File: config.mk
export PLATFORM = sky130hd
export DESIGN_NAME = record_header_varint_parser
export DESIGN_NICKNAME = d
export VERILOG_FILES = /design/src/rtl/rhvp_pkg.sv /design/src/rtl/rhvp_decode.sv /design/src/rtl/record_header_varint_parser.sv
export SDC_FILE = /design/constraint.sdc
export NUM_CORES = 1
export LEC_CHECK = 0
export BUFFER_PORTS_ARGS = -buffer_cell sky130_fd_sc_hd__buf_2
export CAP_MARGIN = 0
export CORE_UTILIZATION = 32
export DETAILED_ROUTE_END_ITERATION = 7
export PLACE_DENSITY = 0.58
export SLEW_MARGIN = 0
export SYNTH_ARGS = -nofsm -noshare
export SYNTH_HDL_FRONTEND = slang
export SYNTH_HIERARCHICAL = 1
export SYNTH_SLANG_ARGS = --single-unit
export TNS_END_PERCENT = 50
File: constraint.sdc
create_clock -name clk -period 12.75 [get_ports clk]
set_input_delay 1.9125 -clock clk [delete_from_list [all_inputs] [get_ports clk]]
set_output_delay 1.9125 -clock clk [all_outputs]
set_load 0.01 [all_outputs]
File: src/rtl/rhvp_pkg.sv
// shared types and constants for the record header varint parser
`default_nettype none

package rhvp_pkg;

  localparam int MAX_COLUMNS_DEFAULT = 32;

  localparam int REC_LENGTH_W = 32;
  localparam int SERIAL_TYPE_W = 64;
  localparam int SIZE_W = 32;
  localparam int COL_INDEX_W = 5;

  typedef enum logic [2:0] {
    ST_OK        = 3'd0,
    ST_BAD_HLEN  = 3'd1,
    ST_OVERRUN   = 3'd2,
    ST_TOO_MANY  = 3'd3,
    ST_EMPTY     = 3'd4
  } status_t;

  typedef struct packed {
    logic [7:0]              rec_byte;
    logic                    rec_start;
    logic [REC_LENGTH_W-1:0] rec_length;
  } in_t;

  typedef struct packed {
    logic [COL_INDEX_W-1:0]   col_index;
    logic [SERIAL_TYPE_W-1:0] serial_type;
    logic [SIZE_W-1:0]        content_size;
    logic [SIZE_W-1:0]        content_offset;
    logic                     col_valid;
    logic                     last;
    status_t                  status;
  } out_t;

endpackage

`default_nettype wire

File: src/rtl/rhvp_decode.sv
// per-byte varint decode, header bookkeeping and result formation
`default_nettype none

module rhvp_decode #(
  parameter int MAX_COLUMNS = rhvp_pkg::MAX_COLUMNS_DEFAULT
) (
  input  logic            clk,
  input  logic            rst,
  input  logic            take,
  input  rhvp_pkg::in_t   item,
  output logic            res_present,
  output rhvp_pkg::out_t  res
);

  localparam int CW = $clog2(MAX_COLUMNS + 1);

  typedef enum logic [1:0] {
    PH_IDLE,
    PH_HLEN,
    PH_COLS
  } phase_t;

  phase_t      phase, phase_next, cur_phase;
  logic [63:0] accum, accum_next, cur_accum;
  logic [3:0]  vbytes, vbytes_next, cur_vbytes;
  logic [31:0] hlen, hlen_next, cur_hlen;
  logic [31:0] bpos, bpos_next, cur_bpos;
  logic [CW-1:0] ccount, ccount_next, cur_ccount;
  logic [31:0] roff, roff_next, cur_roff;
  logic [31:0] limit, limit_next, cur_limit;

  logic [63:0] fed;
  logic        done;
  logic        ninth;
  logic [31:0] pos;
  logic [31:0] size;
  logic [32:0] sum;

  function automatic logic [31:0] small_size(input logic [3:0] st);
    logic [31:0] r;
    unique case (st)
      4'd1:    r = 32'd1;
      4'd2:    r = 32'd2;
      4'd3:    r = 32'd3;
      4'd4:    r = 32'd4;
      4'd5:    r = 32'd6;
      4'd6:    r = 32'd8;
      4'd7:    r = 32'd8;
      default: r = 32'd0;
    endcase
    return r;
  endfunction

  function automatic logic [31:0] serial_size(input logic [63:0] st);
    logic [62:0] half;
    logic [31:0] r;
    half = st[63:1] - 63'd6;
    if (st[63:4] == 60'd0 && st[3:0] < 4'd12) begin
      r = small_size(st[3:0]);
    end else if (half[62:32] != 31'd0) begin
      r = '1;
    end else begin
      r = half[31:0];
    end
    return r;
  endfunction

  always_comb begin
    cur_phase  = phase;
    cur_accum  = accum;
    cur_vbytes = vbytes;
    cur_hlen   = hlen;
    cur_bpos   = bpos;
    cur_ccount = ccount;
    cur_roff   = roff;
    cur_limit  = limit;
    if (item.rec_start) begin
      cur_phase  = PH_HLEN;
      cur_accum  = '0;
      cur_vbytes = '0;
      cur_hlen   = '0;
      cur_bpos   = '0;
      cur_ccount = '0;
      cur_roff   = '0;
      cur_limit  = item.rec_length;
    end

    ninth = (cur_vbytes >= 4'd8);
    fed   = ninth ? {cur_accum[55:0], item.rec_byte}
                  : {cur_accum[56:0], item.rec_byte[6:0]};
    done  = ninth || !item.rec_byte[7];
    pos   = cur_bpos + 32'd1;
    size  = serial_size(fed);
    sum   = {1'b0, cur_roff} + {1'b0, size};

    phase_next  = cur_phase;
    accum_next  = cur_accum;
    vbytes_next = cur_vbytes;
    hlen_next   = cur_hlen;
    bpos_next   = cur_bpos;
    ccount_next = cur_ccount;
    roff_next   = cur_roff;
    limit_next  = cur_limit;
    res_present = 1'b0;
    res         = '0;

    if (item.rec_start && item.rec_length == '0) begin
      phase_next  = PH_IDLE;
      res_present = 1'b1;
      res.last    = 1'b1;
      res.status  = rhvp_pkg::ST_EMPTY;
    end else if (cur_phase != PH_IDLE) begin
      accum_next  = done ? 64'd0 : fed;
      vbytes_next = done ? 4'd0 : cur_vbytes + 4'd1;
      bpos_next   = pos;
      if (cur_phase == PH_HLEN) begin
        if (!done) begin
          if (pos >= cur_limit) begin
            phase_next  = PH_IDLE;
            res_present = 1'b1;
            res.last    = 1'b1;
            res.status  = rhvp_pkg::ST_BAD_HLEN;
          end
        end else if (fed[63:32] != 32'd0 || fed[31:0] == 32'd0
                     || fed[31:0] > cur_limit) begin
          phase_next  = PH_IDLE;
          res_present = 1'b1;
          res.last    = 1'b1;
          res.status  = rhvp_pkg::ST_BAD_HLEN;
        end else begin
          hlen_next = fed[31:0];
          roff_next = fed[31:0];
          if (pos > fed[31:0]) begin
            phase_next  = PH_IDLE;
            res_present = 1'b1;
            res.last    = 1'b1;
            res.status  = rhvp_pkg::ST_OVERRUN;
          end else if (pos == fed[31:0]) begin
            phase_next  = PH_IDLE;
            res_present = 1'b1;
            res.last    = 1'b1;
            res.status  = rhvp_pkg::ST_OK;
          end else begin
            phase_next = PH_COLS;
          end
        end
      end else begin
        if (!done) begin
          if (pos >= cur_hlen) begin
            phase_next  = PH_IDLE;
            res_present = 1'b1;
            res.last    = 1'b1;
            res.status  = rhvp_pkg::ST_OVERRUN;
          end
        end else begin
          roff_next          = sum[32] ? '1 : sum[31:0];
          ccount_next        = cur_ccount + CW'(1);
          res_present        = 1'b1;
          res.col_valid      = 1'b1;
          res.col_index      = rhvp_pkg::COL_INDEX_W'(cur_ccount);
          res.serial_type    = fed;
          res.content_size   = size;
          res.content_offset = cur_roff;
          res.status         = rhvp_pkg::ST_OK;
          if (pos >= cur_hlen) begin
            res.last   = 1'b1;
            phase_next = PH_IDLE;
          end else if (ccount_next >= CW'(MAX_COLUMNS)) begin
            res.last   = 1'b1;
            res.status = rhvp_pkg::ST_TOO_MANY;
            phase_next = PH_IDLE;
          end
        end
      end
    end
  end

  always_ff @(posedge clk) begin
    if (rst) begin
      phase  <= PH_IDLE;
      accum  <= '0;
      vbytes <= '0;
      hlen   <= '0;
      bpos   <= '0;
      ccount <= '0;
      roff   <= '0;
      limit  <= '0;
    end else if (take) begin
      phase  <= phase_next;
      accum  <= accum_next;
      vbytes <= vbytes_next;
      hlen   <= hlen_next;
      bpos   <= bpos_next;
      ccount <= ccount_next;
      roff   <= roff_next;
      limit  <= limit_next;
    end
  end

endmodule

`default_nettype wire

File: src/rtl/record_header_varint_parser.sv
// top level: input register, decode step and result register
//
//   channel  | valid      | stall      | payload
//   ---------+------------+------------+-----------------------
//   record   | rec_valid  | rec_stall  | rec_item (one byte)
//   header   | hdr_valid  | hdr_stall  | hdr_item (one result)
//
// one byte per cycle sustained while the header channel is not stalled; a result
// is formed from its byte while the byte waits in the input register, then one
// decode step fills the result register
// reset clears the handshake flags and the parser state; no clearing pass
// rec_stall rises only while a byte is held and the result register is stalled
`default_nettype none

module record_header_varint_parser #(
  parameter int MAX_COLUMNS = rhvp_pkg::MAX_COLUMNS_DEFAULT
) (
  input  logic            clk,
  input  logic            rst,
  input  logic            rec_valid,
  output logic            rec_stall,
  input  rhvp_pkg::in_t   rec_item,
  output logic            hdr_valid,
  input  logic            hdr_stall,
  output rhvp_pkg::out_t  hdr_item
);

  logic           item_full;
  rhvp_pkg::in_t  item;
  logic           advance;
  logic           take;
  logic           res_present;
  rhvp_pkg::out_t res;

  assign advance   = !hdr_valid || !hdr_stall;
  assign rec_stall = item_full && !advance;
  assign take      = item_full && advance;

  always_ff @(posedge clk) begin
    if (rst) begin
      item_full <= 1'b0;
    end else if (rec_valid && !rec_stall) begin
      item_full <= 1'b1;
    end else if (advance) begin
      item_full <= 1'b0;
    end
  end

  always_ff @(posedge clk) begin
    if (rec_valid && !rec_stall) begin
      item <= rec_item;
    end
  end

  rhvp_decode #(
    .MAX_COLUMNS(MAX_COLUMNS)
  ) u_decode (
    .clk         (clk),
    .rst         (rst),
    .take        (take),
    .item        (item),
    .res_present (res_present),
    .res         (res)
  );

  always_ff @(posedge clk) begin
    if (rst) begin
      hdr_valid <= 1'b0;
    end else if (take && res_present) begin
      hdr_valid <= 1'b1;
    end else if (!hdr_stall) begin
      hdr_valid <= 1'b0;
    end
  end

  always_ff @(posedge clk) begin
    if (take && res_present) begin
      hdr_item <= res;
    end
  end

`ifndef SYNTHESIS
  a_stall_needs_item: assert property (@(posedge clk) disable iff (rst)
    rec_stall |-> item_full)
    else $error("stall raised with no byte held");

  a_noncol_is_last: assert property (@(posedge clk) disable iff (rst)
    hdr_valid && !hdr_item.col_valid |-> hdr_item.last)
    else $error("non-column result without last");

  a_error_is_last: assert property (@(posedge clk) disable iff (rst)
    hdr_valid && hdr_item.status != rhvp_pkg::ST_OK |-> hdr_item.last)
    else $error("error status without last");

  a_col_status: assert property (@(posedge clk) disable iff (rst)
    hdr_valid && hdr_item.col_valid
      |-> hdr_item.status == rhvp_pkg::ST_OK || hdr_item.status == rhvp_pkg::ST_TOO_MANY)
    else $error("column result with a header error status");
`endif

endmodule

`default_nettype wire
==> flow_metrics.env <==
export IMPL_hold_ws_ps=450
export IMPL_finalCritPeriodShare_pct=65.5
export IMPL_start_kind="flop"
export IMPL_reg2reg_from="item[32]$_DFFE_PP_"
export IMPL_violations="design-rule violations"
export IMPL_grt_pass1_wl_um=123000
export IMPL_hpwl_um=61400
export IMPL_peakVddDrop_v=0.0000888
export IMPL_status="complete, but fails checks"
export IMPL_wirelength_um=83500
export IMPL_synth_largest_area_cell="edfxtp_1"
export IMPL_synth_cell_types=104
export IMPL_setup_tns_ps=0
export IMPL_yosysSeqAreaShare_pct=41.4
export IMPL_grtUsageTotal_pct=22.9
export IMPL_antenna_found_initial=0
export IMPL_fin_util_pct=36.9
export IMPL_start_util_pct=32.3
export IMPL_yosys_area_share_simple_pct=19.7
export IMPL_crit_top_cell="o21ai_0"
export IMPL_cp_max_fo=170
export IMPL_worst_pin_slew_ps=1220
export IMPL_min_from="u_decode/hlen[0]$_SDFFE_PP0P_"
export IMPL_clk_latency_ps=610
export IMPL_clock_sinks=378
export IMPL_cts_root_buffer="clkbuf_16"
export IMPL_layout_nets=2794
export IMPL_cp_num_cells=23
export IMPL_postSynthAreaPerCell_um2=9.15
export IMPL_critPathBufInv=3
export IMPL_clkSlewWorstSetupHoldPaths_ps=60
export IMPL_worst_ep_arrival_time_ps=8780
export IMPL_cp_top_family="simple AND/OR/NAND/NOR gates"
export IMPL_rows=97
export IMPL_hold_violations=0
export IMPL_rr_worst_depth=23
export IMPL_worst_setup_path_type="reg -> reg"
export IMPL_clock_skew_ps=28.6
export IMPL_ctsHoldBuffers=0
export IMPL_die_y_um=268
export IMPL_yosysMostFrequentCell="nor2_1"
export IMPL_worst_r2r_endpoint="u_decode/roff[16]$_SDFFE_PP0P_"
export IMPL_clkPwrFrac_pct=42.5
export IMPL_end_kind="flop"
export IMPL_max_cap_viol_count=0
export IMPL_seqPwrFrac_pct=44.5
export IMPL_viasPerCell=5.66
export IMPL_synth_mux_area_share_pct=2.77
export IMPL_power_density_nw_per_um2=116
export IMPL_clockBufferDepth=3
export IMPL_synth_edf_count=179
export IMPL_synth_common_cells="nor2_1, nand2_1, a21oi_1, dfxtp_1, edfxtp_1"
export IMPL_drt_drc_violations_left=1
export IMPL_htree_levels=2
export IMPL_placed_area_um2=24400
export IMPL_globalplace_congestion=0.995
export IMPL_cp_slowest_cell="and3_2"
export IMPL_net_switching_power_uw=839
export IMPL_pwr_share_comb_pct=13.0
export IMPL_swShare_pct=28.1
export IMPL_rsz0062_at_grt="no"
export IMPL_p_int_uw=2140
export IMPL_synth_top_family_by_area="simple AND/OR/NAND/NOR gates"
export IMPL_synth_seq_cells=378
export IMPL_cpPeakStageDelay_ps=910
export IMPL_first_iter_violations=2165
export IMPL_synth_xor_xnor_area_share_pct=3.75
export IMPL_rrSetupSlack_ps=4400
export IMPL_postCtsSetupBuffers=0
export IMPL_fillCellCount=7156
export IMPL_slew_violations=0
export IMPL_cp_startpoint="item[32]$_DFFE_PP_"
export IMPL_synth_top_area_share_pct=23.8
export IMPL_synth_area_um2=22600
export IMPL_period_needed_ps=8350
export IMPL_crit_required_ps=13190
export IMPL_synth_compound_area_share_pct=19.6
export IMPL_yosysWarningCount=6
export IMPL_syn_nets=2668
export IMPL_place_inst=3486
export IMPL_yosys_area_share_adder_pct=8.75
export IMPL_setup_viol=0
export IMPL_globalRouteOverflowTotal=0
export IMPL_wl_per_cell_um=23.4
export IMPL_core_um2=69900
export IMPL_min_path_cells=2
export IMPL_hold_class="reg -> reg"
export IMPL_drive_above_1_share_pct=13.5
export IMPL_synth_area_top_cells="edfxtp_1, dfxtp_1, ha_1"
export IMPL_numCtsBuffers=46
export IMPL_antenna_left=0
export IMPL_syn_instance_count=2468
export IMPL_area_growth_synth_to_final_pct=14.3
export IMPL_fmax_mhz=120
export IMPL_cts_repair_resized=0
export IMPL_grt_pass1_vias=19300
export IMPL_design_die_area_um2=71600
export IMPL_synth_ff_type="dfxtp_1"
export IMPL_cts_tree="yes"
export IMPL_dieWidth_um=268
export IMPL_fin_cells=3570
export IMPL_max_slew_margin_pct=18.7
export IMPL_p_leak_uw=0.00981
export IMPL_crit_chain="buf_4, buf_12, nor2_1, nor3_1, nor4b_1, nand2_1, a2bb2oi_1, a2111oi_0, and3_2, a22oi_1, ha_1, inv_1, fa_1, nor2b_1, o31a_1, o21a_1, o21ai_0, o211a_1, o21ai_0, nor2_1, o21ai_0, a21oi_1, o31ai_1"
export IMPL_diodes=0
export IMPL_port_buffers=184
export IMPL_grt_max_degree=171
export IMPL_ys_async_sr_fraction_pct=0
export IMPL_io_pins=185
export IMPL_routed_via_count=20200
export IMPL_final_cell_area_um2=25800
export IMPL_min_to="u_decode/hlen[0]$_SDFFE_PP0P_"
export IMPL_drt_pass1_iterations=8
-- metrics by stage --
stage	power, uW	setup slack, ps
after floorplan	1600	2750
after global placement	1730	4800
after detailed placement	1730	4640
after CTS	3000	4630
after global routing	3090	3690
final	2980	4400
-- worst max path at each step --
stage	to	slack [ps]
6_report	u_decode/roff[16]$_SDFFE_PP0P_	4400
5_1_grt	u_decode/roff[16]$_SDFFE_PP0P_	3690
4_1_cts	u_decode/roff[16]$_SDFFE_PP0P_	4630
3_5_place_dp	u_decode/roff[16]$_SDFFE_PP0P_	4640
3_3_place_gp	u_decode/roff[21]$_SDFFE_PP0P_	4800
2_1_floorplan	hdr_item[0]$_DFFE_PP_	2750
-- metal layers --
layer,vias to the layer above,global-route usage (%),wire length (um)
met4,0,10.9,3980
met5,-,0,0
met1,9804,30.1,35100
met2,902,36.6,38200
li1,9336,-,-
met3,177,3.59,6190
-- tightest hold or removal path: cells and delay by family, from the launching register on --
| kind | cells | cell delay [ps] |
|---|---|---|
| compound gates | 1 | 50 |
| flops | 1 | 300 |
| simple gates | 1 | 50 |
-- placed cells by master (no fill, tap or decap), types with 7 or more instances in the layout --
master and count:
clkbuf_1 8, buf_2 183, and3_1 20, inv_1 45, nor2_1 294, or3_1 9
a211oi_1 50, xor2_1 36, nor2b_1 64, o21ai_0 89, a21oi_1 219, nand2_1 224
or2_2 7, nor3_1 44, nor4b_1 7, nor2_2 7, clkbuf_16 46, o21a_1 9
and2_1 58, a21o_1 52, o221ai_1 20, nand3_1 33, nand4_1 33, a22oi_1 86
clkinv_1 11, a21boi_0 9, dfxtp_1 198, and4_1 8, xnor2_1 53, o31ai_1 11
ha_1 154, mux2i_1 58, a31oi_1 34, edfxtp_1 179, nor4_1 25, or4_1 8
o211ai_1 12, nand2b_1 22, buf_4 42
-- logic make-up (layout without fill, tap and decap cells) --
kind of cell | Yosys count | in the layout
muxes | 62 | 62
DFF | 378 | 378
AOI/OAI and AO/OA | 675 | 675
and+or+nand+nor | 906 | 906
xor gates and xnor gates | 92 | 92
adders and majority gates | 158 | 158
buffers and inverters | 197 | 359
-- final cells by class --
type	count	area [um2]	share of cell area, %
Clock inverter	28	226	0.878
Multi-Input combinational cell	1893	12400	48.0
Clock buffer	56	1210	4.68
Sequential cell	378	9360	36.3
Tap cell	940	1180	4.56
Inverter	48	180	0.698
Timing Repair Buffer	227	1260	4.89
-- power groups by stage --
| stage | clock [uW] | combinational [uW] | sequential, uW |
|---|---|---|---|
| 3_3_place_gp | 0 | 373 | 1350 |
| 5_1_grt | 1340 | 418 | 1330 |
| 3_5_place_dp | 0 | 378 | 1350 |
| 4_1_cts | 1290 | 379 | 1330 |
| 2_1_floorplan | 0 | 250 | 1350 |
| 6_report | 1270 | 387 | 1330 |
-- registers in the layout, summed over array words and instances, names as in the netlist --
| signal | cells |
|---|---|
| item_full | 1 |
| u_decode/phase | 2 |
| u_decode/bpos | 32 |
| hdr_valid | 1 |
| u_decode/roff | 32 |
| u_decode/vbytes | 4 |
| hdr_item | 138 |
| item | 41 |
| u_decode/accum | 57 |
| u_decode/ccount | 6 |
| u_decode/hlen | 32 |
| u_decode/limit | 32 |
Note: power is estimated with default switching activity, not from simulation.
